[config.mk]
export PLATFORM = sky130hd
export DESIGN_NAME = pulse_group_tachometer_top
export DESIGN_NICKNAME = d
export VERILOG_FILES = /design/src/rtl/core/ptach_pkg.sv /design/src/rtl/core/pulse_group_tachometer_top.sv /design/src/rtl/core/ptach_div.sv
export SDC_FILE = /design/constraint.sdc
export NUM_CORES = 1
export LEC_CHECK = 0
export BUFFER_PORTS_ARGS = -buffer_cell sky130_fd_sc_hd__buf_4
export CAP_MARGIN = 0
export CORE_MARGIN = 10
export CORE_UTILIZATION = 50
export CTS_CLUSTER_DIAMETER = 50
export CTS_CLUSTER_SIZE = 8
export DETAILED_ROUTE_END_ITERATION = 10
export GPL_TIMING_DRIVEN = 0
export PLACE_DENSITY_LB_ADDON = 0.2
export SKIP_CTS_REPAIR_TIMING = 1
export SYNTH_ARGS = -nofsm -noshare
export SYNTH_HDL_FRONTEND = slang
export SYNTH_HIERARCHICAL = 1
export SYNTH_SLANG_ARGS = --single-unit
[constraint.sdc]
create_clock -name clk -period 10.9 [get_ports clk]
set_clock_uncertainty 0.05 [all_clocks]
set_input_delay 0.545 -clock clk [delete_from_list [all_inputs] [get_ports clk]]
set_output_delay 0.545 -clock clk [all_outputs]
set_load 0.05 [all_outputs]
[src/rtl/core/ptach_pkg.sv]
// Package: shared types, register map and reset values for the pulse group tachometer.
`default_nettype none

package ptach_pkg;

	localparam int STAMP_BITS_DEF = 32;
	localparam int NUM_BITS       = 32;
	localparam int CFG_IDX_BITS   = 8;
	localparam int CFG_DATA_BITS  = 32;

	localparam logic [15:0] RPM_MAX = 16'hFFFF;

	typedef enum logic [1:0] {
		OP_EDGE  = 2'd0,
		OP_OVF   = 2'd1,
		OP_QUERY = 2'd2
	} op_t;

	localparam logic [CFG_IDX_BITS-1:0] REG_NUMERATOR = 8'd0;
	localparam logic [CFG_IDX_BITS-1:0] REG_PPG       = 8'd1;
	localparam logic [CFG_IDX_BITS-1:0] REG_TIMEOUT   = 8'd2;
	localparam logic [CFG_IDX_BITS-1:0] REG_MS_OVF    = 8'd3;

	localparam logic [31:0] NUMERATOR_RST = 32'd960000000;
	localparam logic [4:0]  PPG_RST       = 5'd20;
	localparam logic [15:0] TIMEOUT_RST   = 16'd200;
	localparam logic [7:0]  MS_OVF_RST    = 8'd4;

	typedef struct packed {
		logic [1:0]  opcode;
		logic [15:0] capture_count;
		logic        motor_running;
	} item_t;

	typedef struct packed {
		logic [15:0] rpm;
		logic        rpm_fresh;
		logic        stalled;
	} result_t;

	typedef enum logic {
		ST_IDLE,
		ST_DIVIDE
	} state_t;

	typedef struct packed {
		logic start;
	} div_ctrl_t;

	typedef struct packed {
		logic done;
	} div_stat_t;

endpackage

`default_nettype wire

[src/rtl/core/pulse_group_tachometer_top.sv]
// Top level: tachometer state, register file, sequencer and result register.
//
//  channel  | handshake                | payload
//  ---------+--------------------------+-------------------------------
//  item     | item_valid / item_ready  | item   (opcode, count, running)
//  result   | result_valid/result_ready| result (rpm, fresh, stalled)
//  cfg      | cfg_valid / cfg_ready    | cfg_index, cfg_data
//
// Edge, overflow, unused opcodes and queries that compute nothing new: result in the next cycle.
// An unstalled query with a fresh period runs the divider: 32 steps.
// item_ready drops during a divide and while an undelivered result is not taken.
// cfg_ready is always high. Reset loads all state but the result payload and the divider datapath; no clearing pass.
`default_nettype none

module pulse_group_tachometer_top #(
	parameter int STAMP_BITS = ptach_pkg::STAMP_BITS_DEF
) (
	input  wire                                  clk,
	input  wire                                  arst_n,
	input  wire                                  item_valid,
	output logic                                 item_ready,
	input  ptach_pkg::item_t                     item,
	output logic                                 result_valid,
	input  wire                                  result_ready,
	output ptach_pkg::result_t                   result,
	input  wire                                  cfg_valid,
	output logic                                 cfg_ready,
	input  wire [ptach_pkg::CFG_IDX_BITS-1:0]    cfg_index,
	input  wire [ptach_pkg::CFG_DATA_BITS-1:0]   cfg_data
);
	import ptach_pkg::*;

	// configuration
	logic [31:0] numerator_q;
	logic [4:0]  ppg_q;
	logic [15:0] timeout_q;
	logic [7:0]  ms_ovf_q;

	// tachometer state
	logic [STAMP_BITS-1:0] ovf_base_q;
	logic [STAMP_BITS-1:0] first_stamp_q;
	logic [STAMP_BITS-1:0] period_q;
	logic [31:0]           ms_count_q;
	logic [31:0]           last_edge_ms_q;
	logic [4:0]            edge_idx_q;
	logic                  period_ready_q;
	logic [15:0]           rpm_held_q;

	state_t    state_q, state_d;
	result_t   result_q;
	logic      result_valid_q;

	div_ctrl_t             div_ctrl;
	div_stat_t             div_stat;
	logic [NUM_BITS-1:0]   quotient;

	logic                  accept;
	logic                  is_query;
	logic                  stall;
	logic                  go_div;
	logic [STAMP_BITS-1:0] now;
	logic [4:0]            idx_inc;
	logic [15:0]           rpm_sat;

	assign accept   = item_valid && item_ready;
	assign is_query = item.opcode == OP_QUERY;
	assign stall    = !item.motor_running ||
	                  ((ms_count_q - last_edge_ms_q) > 32'(timeout_q));
	assign go_div   = accept && is_query && !stall && period_ready_q;
	assign now      = ovf_base_q + STAMP_BITS'(item.capture_count);
	assign idx_inc  = edge_idx_q + 5'd1;
	assign rpm_sat  = (quotient[NUM_BITS-1:16] != '0) ? RPM_MAX : quotient[15:0];

	assign cfg_ready = 1'b1;

	always_ff @(posedge clk or negedge arst_n) begin
		if (!arst_n) begin
			numerator_q <= NUMERATOR_RST;
			ppg_q       <= PPG_RST;
			timeout_q   <= TIMEOUT_RST;
			ms_ovf_q    <= MS_OVF_RST;
		end else if (cfg_valid) begin
			unique case (cfg_index)
				REG_NUMERATOR: numerator_q <= cfg_data;
				REG_PPG:       ppg_q       <= cfg_data[4:0];
				REG_TIMEOUT:   timeout_q   <= cfg_data[15:0];
				REG_MS_OVF:    ms_ovf_q    <= cfg_data[7:0];
				default: ;
			endcase
		end
	end

	always_ff @(posedge clk or negedge arst_n) begin
		if (!arst_n) begin
			ovf_base_q     <= '0;
			first_stamp_q  <= '0;
			period_q       <= '0;
			ms_count_q     <= '0;
			last_edge_ms_q <= '0;
			edge_idx_q     <= '0;
			period_ready_q <= 1'b0;
			rpm_held_q     <= '0;
		end else begin
			if (accept) begin
				unique case (item.opcode)
					OP_EDGE: begin
						last_edge_ms_q <= ms_count_q;
						edge_idx_q     <= idx_inc;
						if (idx_inc == 5'd1) begin
							first_stamp_q <= now;
						end else if (idx_inc >= ppg_q) begin
							// group size below two acts as two
							period_q       <= now - first_stamp_q;
							edge_idx_q     <= '0;
							first_stamp_q  <= now;
							period_ready_q <= 1'b1;
						end
					end
					OP_OVF: begin
						ovf_base_q <= ovf_base_q + STAMP_BITS'(17'h10000);
						ms_count_q <= ms_count_q + 32'(ms_ovf_q);
					end
					OP_QUERY: begin
						if (stall)
							rpm_held_q <= '0;
						else if (period_ready_q)
							period_ready_q <= 1'b0;
					end
					default: ;
				endcase
			end
			if (div_stat.done)
				rpm_held_q <= rpm_sat;
		end
	end

	always_ff @(posedge clk or negedge arst_n) begin
		if (!arst_n)
			state_q <= ST_IDLE;
		else
			state_q <= state_d;
	end

	always_comb begin
		state_d = state_q;
		unique case (state_q)
			ST_IDLE:   if (go_div) state_d = ST_DIVIDE;
			ST_DIVIDE: if (div_stat.done) state_d = ST_IDLE;
			default:   state_d = ST_IDLE;
		endcase
	end

	always_comb begin
		item_ready     = (state_q == ST_IDLE) && (!result_valid_q || result_ready);
		div_ctrl.start = go_div;
	end

	always_ff @(posedge clk or negedge arst_n) begin
		if (!arst_n) begin
			result_valid_q <= 1'b0;
		end else begin
			if (result_valid_q && result_ready)
				result_valid_q <= 1'b0;
			if ((accept && !go_div) || div_stat.done)
				result_valid_q <= 1'b1;
		end
	end

	always_ff @(posedge clk) begin
		if (div_stat.done) begin
			result_q.rpm       <= rpm_sat;
			result_q.rpm_fresh <= 1'b1;
			result_q.stalled   <= 1'b0;
		end else if (accept && !go_div) begin
			result_q.rpm       <= (is_query && stall) ? 16'd0 : rpm_held_q;
			result_q.rpm_fresh <= 1'b0;
			result_q.stalled   <= is_query && stall;
		end
	end

	assign result_valid = result_valid_q;
	assign result       = result_q;

	ptach_div #(
		.DIV_BITS(STAMP_BITS)
	) u_div (
		.clk       (clk),
		.arst_n    (arst_n),
		.ctrl      (div_ctrl),
		.numerator (numerator_q),
		.divisor   (period_q),
		.stat      (div_stat),
		.quotient  (quotient)
	);

endmodule

`default_nettype wire

[src/rtl/core/ptach_div.sv]
// Iterative restoring divider: one quotient bit per cycle.
`default_nettype none

module ptach_div #(
	parameter int DIV_BITS = ptach_pkg::STAMP_BITS_DEF
) (
	input  wire                              clk,
	input  wire                              arst_n,
	input  ptach_pkg::div_ctrl_t             ctrl,
	input  wire [ptach_pkg::NUM_BITS-1:0]    numerator,
	input  wire [DIV_BITS-1:0]               divisor,
	output ptach_pkg::div_stat_t             stat,
	output logic [ptach_pkg::NUM_BITS-1:0]   quotient
);
	import ptach_pkg::*;

	localparam int RW      = ((DIV_BITS > NUM_BITS) ? DIV_BITS : NUM_BITS) + 1;
	localparam int CNT_W   = $clog2(NUM_BITS + 1);

	logic [RW-1:0]       rem_q;
	logic [NUM_BITS-1:0] quo_q;
	logic [DIV_BITS-1:0] divisor_q;
	logic [CNT_W-1:0]    cnt_q;
	logic                busy_q;
	logic                done_q;

	logic [RW-1:0] rem_sh;
	logic [RW-1:0] div_ext;
	logic          fits;

	// divisor of zero always fits, so the quotient comes out all ones
	assign rem_sh  = {rem_q[RW-2:0], quo_q[NUM_BITS-1]};
	assign div_ext = RW'(divisor_q);
	assign fits    = rem_sh >= div_ext;

	always_ff @(posedge clk or negedge arst_n) begin
		if (!arst_n) begin
			busy_q <= 1'b0;
			done_q <= 1'b0;
			cnt_q  <= '0;
		end else begin
			done_q <= busy_q && (cnt_q == CNT_W'(1));
			if (ctrl.start) begin
				busy_q <= 1'b1;
				cnt_q  <= CNT_W'(NUM_BITS);
			end else if (busy_q) begin
				cnt_q <= cnt_q - CNT_W'(1);
				if (cnt_q == CNT_W'(1))
					busy_q <= 1'b0;
			end
		end
	end

	always_ff @(posedge clk) begin
		if (ctrl.start) begin
			rem_q     <= '0;
			quo_q     <= numerator;
			divisor_q <= divisor;
		end else if (busy_q) begin
			rem_q <= fits ? (rem_sh - div_ext) : rem_sh;
			quo_q <= {quo_q[NUM_BITS-2:0], fits};
		end
	end

	assign stat.done = done_q;
	assign quotient  = quo_q;

endmodule

`default_nettype wire

==> results.py, run 1 <==
metrics = {
    "outcome": {
        "status": "finished clean",
    },
    "power": {
        "powerDensity_nw_per_um2": 206,
        "power.leakage_uw": 0.0103,
        "ir_drop_v": 0.000109,
    },
    "yosys": {
        "syn_avg_cell_area_um2": 9.59,
        "synth.ff_latch_count": 351,
        "syn-num-nets": 2300,
        "synth_edf_count": 80,
        "synth_cell_types": 90,
        "syn_area_um2": 20200,
        "netlist.area_leader.share_pct": 27.4,
        "async_reset_ff_share_pct": 67.5,
        "netlist_instances": 2104,
        "yosysTopAreaCell": "dfrtp_1",
        "ys.flop_type": "dfrtp_1",
        "ys_warn_count": 6,
        "synthTopCellsByArea": "dfrtp_1 (27%), edfxtp_1 (12%), ha_1 (7.9%)",
        "ys_seq_area_share_pct": 44.8,
    },
    "worst_setup_path": {
        "critPathLaunchType": "flop",
        "critPathKind": "reg -> reg",
        "cp.arrival_ns": 7.47,
        "crit_slowest_cell": "inv_1",
        "cp.required_ns": 11.05,
        "crit_chain": "inv_1 > ha_1 > fa_1 > nand2b_1 > a21oi_1 > o41ai_1 > o21ai_2 > xor2_1 > ha_1 > nand4_1 > or4_1 > o31a_1 > nor3_1 > o2111ai_1 > nor4_1 > nand4b_1 > nor3_2 > clkbuf_1 > nor2_1 > clkbuf_1 > inv_1",
        "cp_max_fo": 32,
        "endpoint_kind": "flop",
        "critPathMaxStageDelay_ns": 0.95,
    },
    "clocking": {
        "cts_buffers": 52,
        "clock-root-buffer": "clkbuf_16",
        "insertion_delay_ns": 0.60,
        "path_clk_slew_ns": 0.05,
        "h-tree-depth": 2,
        "cts_buffer_depth": 3,
        "tritoncts": "built",
        "cts.sinks": 351,
    },
    "global_route": {
        "antenna_found_initial": 1,
        "grt_overflow": 0,
        "grt_max_degree": 104,
        "grt_pass1_wl_mm": 79.5,
        "first_global_vias": 15368,
        "grt_usage_pct": 19.1,
    },
    "floorplan": {
        "start_util_pct": 50.7,
        "die-width_um": 221,
        "die_area_um2": 48800,
        "ios": 85,
        "rows": 73,
        "dieHeight_um": 221,
        "core_um2": 39800,
    },
    "finish": {
        "n_antenna_cell": 0,
        "seq_area_um2": 9030,
        "drive_gt1_share_pct": 13.8,
        "nets": 2443,
        "fill_cells": 3451,
        "final_cell_area_um2": 23100,
        "area_growth_pct": 14.6,
        "multi_input_area_um2": 10200,
    },
    "route": {
        "drt_iter0_drc": 1427,
        "ant_nets": 0,
        "vias": 15867,
        "drc": 0,
        "totalWireLength_mm": 48.0,
        "vias_per_cell": 5.65,
        "wl_per_cell_um": 17.1,
        "dr.pass1.iters": 5,
    },
    "placed_design": {
        "place_congestion": 0.911,
        "dpl_cell_area_um2": 21600,
        "port_buffers": 83,
        "place_hpwl_mm": 35.6,
        "place_ws_ns": 3.62,
    },
    "hold_path": {
        "hold_path_class": "in -> reg",
    },
    "sta": {
        "period_needed_ns": 7.31,
        "period_share_pct": 67.1,
        "max_freq_mhz": 137,
        "finalHoldViolations": 0,
        "worst-slew-pin-transition_ns": 1.20,
        "slew_viol_final": 0,
        "setup_ws_ns": 3.59,
        "fin_tns_setup_ns": 0,
        "slew_headroom_pct": 19.9,
        "finalSetupViolCount": 0,
        "rsz0062_at_grt": "false",
    },
    "run": {
        "max-cap-violations": 0,
    },
}
[cells by family (layout without fill, tap and decap cells)]
| group | after synthesis | after routing | synth area share, % |
|---|---|---|---|
| compound gates | 534 | 534 | 16.4 |
| xor+xnor | 124 | 124 | 5.38 |
| fa+ha+maj | 132 | 132 | 8.33 |
| buf+inv | 239 | 417 | 4.71 |
| flops | 351 | 351 | 44.8 |
| mux | 108 | 108 | 5.97 |
| other cells | 1 | 1 | 0.0186 |
| simple gates | 615 | 615 | 14.4 |
[area by class of cell]
cell class,instances,area share [%]
well taps,525,2.84
plain buffers,83,1.57
clock inverters,5,0.249
repair buffers,89,3.15
inverters,156,2.53
flip-flops and latches,351,39.1
clock buffers,84,6.50
multi-input cells,1514,44.1
[placed cells by master (no fill, tap or decap), types with 23 or more instances in the layout]
| cell type | Yosys | routed |
|---|---|---|
| nand2_1 | 231 | 231 |
| dfrtp_1 | 221 | 221 |
| o21ai_0 | 158 | 158 |
| inv_1 | 154 | 154 |
| nor2_1 | 147 | 147 |
| ha_1 | 128 | 128 |
| a21oi_1 | 118 | 118 |
| mux2_2 | 98 | 98 |
| clkbuf_1 | 65 | 91 |
| buf_4 | 1 | 83 |
| edfxtp_1 | 80 | 80 |
| xnor2_1 | 69 | 69 |
| xor2_1 | 55 | 55 |
| nand3_1 | 54 | 54 |
| clkbuf_16 | 0 | 54 |
| a21o_1 | 50 | 50 |
| a31oi_1 | 39 | 39 |
| o21ai_1 | 38 | 38 |
| dfxtp_1 | 34 | 34 |
| nand4_1 | 28 | 28 |
| nor3_1 | 28 | 27 |
| nand2b_1 | 24 | 24 |
| a211oi_1 | 23 | 23 |
[flip-flops by register name, indices dropped and copies added, names as in the netlist]
name             flops
ms_ovf_q             8
ovf_base_q          16
result_valid         1
period_ready_q       1
ms_count_q          32
result              18
u_div/rem_q         32
ppg_q                5
u_div/stat           1
last_edge_ms_q      32
u_div/quotient      32
numerator_q         32
first_stamp_q       32
rpm_held_q          16
period_q            32
state_q              1
u_div/cnt_q          6
edge_idx_q           5
u_div/divisor_q     32
u_div/busy_q         1
timeout_q           16
[through the flow]
stage / power, uW / utilization (%) / hold slack [ns] / instances
after floorplan: 2840 / - / 0.199 / 2104
after global placement: 3190 / 53.9 / 0.382 / 2712
after detailed placement: 3240 / 54.1 / 0.381 / 2717
after CTS: 4780 / 58.1 / -0.203 / 2806
after global routing: 5070 / 58.1 / 0.116 / 2807
final: 4760 / 58.1 / 0.121 / 2807
[metal layers]
metal / part of all wire (%) / up-vias / track usage (%) / routed length (um)
li1: - / 7747 / - / -
met1: 48 / 7636 / 27.4 / 23000
met3: 6.0 / 71 / 3.74 / 2880
met4: 1.9 / 2 / 5.17 / 889
met5: 0.038 / - / 0 / 18
met2: 44 / 411 / 28.9 / 21100
[report_power, final]
| group | switching (uW) | internal [uW] | leakage [uW] |
|---|---|---|---|
| Sequential | 89.9 | 1510 | 0.00413 |
| Clock | 586 | 935 | 0.000752 |
| Combinational | 935 | 705 | 0.00539 |
| Total | 1610 | 3150 | 0.0103 |
[cells in the mapped netlist (50+ instances only)]
| master | n |
|---|---|
| xor2_1 | 55 |
| nor2_1 | 147 |
| edfxtp_1 | 80 |
| a21oi_1 | 118 |
| nand3_1 | 54 |
| o21ai_0 | 158 |
| ha_1 | 128 |
| nand2_1 | 231 |
| inv_1 | 154 |
| mux2_2 | 98 |
| clkbuf_1 | 65 |
| xnor2_1 | 69 |
| a21o_1 | 50 |
| dfrtp_1 | 221 |
[worst paths after layout]
check	start	end	slack [ns]	cells past startpoint
setup reg to reg	ms_count_q[0]	u_div/quotient[12]	3.59	21
setup / recovery	ms_count_q[0]	u_div/quotient[12]	3.59	21
hold reg to reg	period_q[22]	u_div/divisor_q[22]	0.40	0
min in group asynchronous	arst_n	last_edge_ms_q[17]	0.40	2
hold / removal	item[8]	first_stamp_q[7]	0.12	3
max in group asynchronous	arst_n	numerator_q[27]	9.54	3
[critical path, delay by kind of cell (launching register included)]
family,cells,cell delay (ns)
AND/OR/NAND/NOR,8,2.13
buffers and inverters,4,1.77
AO/OA/AOI/OAI,5,1.56
adder cells (fa/ha/maj),3,0.76
flip-flops,1,0.37
XOR/XNOR,1,0.24
(Power assumes the default switching activity.)
==> run 2, diff against run 1 <==
- clock period: 10.9 -> 6.3 ns (I/O delays scaled with it)
==> run 2 against run 1 <==
Non-clock buffer count rose by 51. Via count increased by 0.81%. Sequential power up 72%. Critical path depth stayed put. Global-route usage about the same. Maximum frequency is 23% higher. Clock power grew 78%. Cell count up 2.0%. Worst hold slack got worse by 0.022 ns. Largest cell class unchanged. Highest routed layer is now met4.
==> results.py, run 2 (synthesized netlist as in run 1, its figures left out) <==
metrics = {
    "worst_setup_path": {
        "crit_chain": "inv_1 > ha_1 > fa_1 > nand2b_1 > a21oi_1 > o41ai_2 > o21ai_2 > xor2_1 > ha_1 > nand4_1 > or4_1 > o31a_1 > nor3_1 > o2111ai_1 > nor4_1 > nand4b_1 > nor3_4 > clkbuf_2 > clkbuf_2 > clkbuf_2 > mux2_2",
        "endpoint_kind": "flop",
        "cpMostUsedCell": "clkbuf_2",
        "cp.arrival_ns": 6.20,
        "critPathKind": "reg -> reg",
        "critPathMaxStageDelay_ns": 0.47,
        "cp_top_family": "simple AND/OR/NAND/NOR gates",
        "crit_slowest_cell": "or4_1",
        "cp_num_buf_inv": 4,
        "critPathLaunchType": "flop",
        "cp_max_fo": 10,
        "cp.required_ns": 6.58,
    },
    "route": {
        "drc": 0,
        "vias": 15995,
        "totalWireLength_mm": 49.0,
        "wl_per_cell_um": 17.1,
        "dr.pass1.iters": 7,
        "vias_per_cell": 5.58,
        "ant_nets": 0,
        "drt_iter0_drc": 1316,
    },
    "power": {
        "combPwrFrac_pct": 34.8,
        "powerDensity_nw_per_um2": 352,
        "clkPwrFrac_pct": 32.3,
        "power.leakage_uw": 0.0105,
        "seqPwrFrac_pct": 33.0,
        "power.net_switching_uw": 2840,
        "intPower_uw": 5530,
        "sw_frac_of_total_pct": 33.9,
        "ir_drop_v": 0.000240,
    },
    "global_route": {
        "grt_usage_pct": 19.1,
        "grt_max_degree": 98,
        "grt_pass1_wl_mm": 79.6,
        "grt_overflow": 0,
        "first_global_vias": 15619,
        "antenna_found_initial": 1,
    },
    "outcome": {
        "status": "finished clean",
    },
    "sta": {
        "finalSetupViolCount": 0,
        "worst-slew-pin-transition_ns": 1.02,
        "period_needed_ns": 5.92,
        "slew_headroom_pct": 31.7,
        "period_share_pct": 94.0,
        "slew_viol_final": 0,
        "max_freq_mhz": 169,
        "rsz0062_at_grt": "false",
        "finalHoldViolations": 0,
    },
    "clocking": {
        "h-tree-depth": 2,
        "path_clk_slew_ns": 0.05,
        "clock-root-buffer": "clkbuf_16",
        "tritoncts": "built",
        "insertion_delay_ns": 0.60,
        "cts_buffer_depth": 3,
        "cts_buffers": 53,
        "cts.sinks": 351,
    },
    "finish": {
        "fill_cells": 3417,
        "drive_gt1_share_pct": 13.9,
        "final_cells": 2864,
        "post-route-util_pct": 59.6,
        "layout_common_cells": "nand2_1 (231), dfrtp_1 (221), o21ai_0 (158)",
        "final_common_cell": "nand2_1",
        "nets": 2496,
        "area_growth_pct": 17.7,
    },
    "placed_design": {
        "port_buffers": 83,
        "place_congestion": 0.900,
        "dp_cells": 2715,
        "place_hpwl_mm": 35.8,
    },
    "floorplan": {
        "core_um2": 39800,
        "rows": 73,
        "die_area_um2": 48800,
        "die-width_um": 221,
        "dieHeight_um": 221,
        "ios": 85,
        "start_util_pct": 50.7,
    },
    "hold_path": {
        "hold_path_class": "in -> reg",
    },
    "run": {
        "max-cap-violations": 0,
    },
}
[run 2: cell count changes in the layout (fill, tap and decap cells not counted), moves of 2 or more]
cell,previous run,this run
clkbuf_2,0,4
buf_4,83,87
clkbuf_1,91,89
diode_2,0,2
buf_6,8,5
dlygate4sd3_1,1,49
clkbuf_8,4,2
clkinv_16,0,2
inv_16,2,0
clkinv_4,0,2
bufinv_16,0,2
[run 2: tightest hold or removal path, cell delays in order]
cell and delay (ns):
buf_4 0.08, nor2b_1 0.05, nor3_1 0.15, o21ai_0 0.10
[run 2: area by class of cell]
type / instances / area [um2] / area share (%)
diodes: 2 / 5.00 / 0.0211
repair inverters: 1 / 7.51 / 0.0316
flip-flops and latches: 351 / 9030 / 38.0
multi-input cells: 1514 / 10200 / 43.0
clock inverters: 9 / 156 / 0.659
well taps: 525 / 657 / 2.77
plain buffers: 83 / 369 / 1.55
repair buffers: 140 / 1250 / 5.28
clock buffers: 83 / 1460 / 6.14
inverters: 156 / 589 / 2.48
[run 2: through the flow]
| step | instance area [um2] | hold WS [ns] | total power, uW | TNS, ns | worst slack, ns |
|---|---|---|---|---|---|
| 6_report | 23700 | 0.100 | 8370 | 0 | 0.378 |
| 2_1_floorplan | 20200 | -0.0306 | 4910 | 0 | 0.126 |
| 3_5_place_dp | 21500 | 0.226 | 5630 | -118.30 | -1.71 |
| 3_3_place_gp | 21500 | 0.381 | 5520 | -113.57 | -1.65 |
| 5_1_grt | 23700 | 0.0875 | 8910 | 0 | 0.0692 |
| 4_1_cts | 23200 | -0.408 | 8360 | -124.55 | -1.77 |
[run 2: layer usage]
| metal | global-route usage, % | vias to the layer above | part of all wire [%] |
|---|---|---|---|
| met2 | 29.7 | 373 | 45 |
| li1 | - | 7846 | - |
| met5 | 0 | - | 0 |
| met4 | 5.70 | 0 | 1.9 |
| met3 | 2.98 | 69 | 4.6 |
| met1 | 27.0 | 7707 | 48 |
[run 2: path summary, 6_finish.rpt]
check                         startpoint                   to  slack [ns]  cells after the start
setup / recovery           ms_count_q[0]   u_div/quotient[29]        0.38                     21
hold / removal              result_ready         result_valid         0.1                      4
setup reg to reg           ms_count_q[0]   u_div/quotient[29]        0.38                     21
hold reg to reg             period_q[13]  u_div/divisor_q[13]        0.40                      0
max in group asynchronous         arst_n      numerator_q[27]        5.14                      3
min in group asynchronous         arst_n   last_edge_ms_q[16]        0.18                      2
[run 2: power groups by stage]
stage / registers, uW / clock network (uW) / logic [uW]
5_1_grt: 2790 / 2860 / 3260
3_5_place_dp: 2800 / 0 / 2830
4_1_cts: 2760 / 2760 / 2850
6_report: 2760 / 2700 / 2910
3_3_place_gp: 2790 / 0 / 2740
2_1_floorplan: 2770 / 0 / 2140
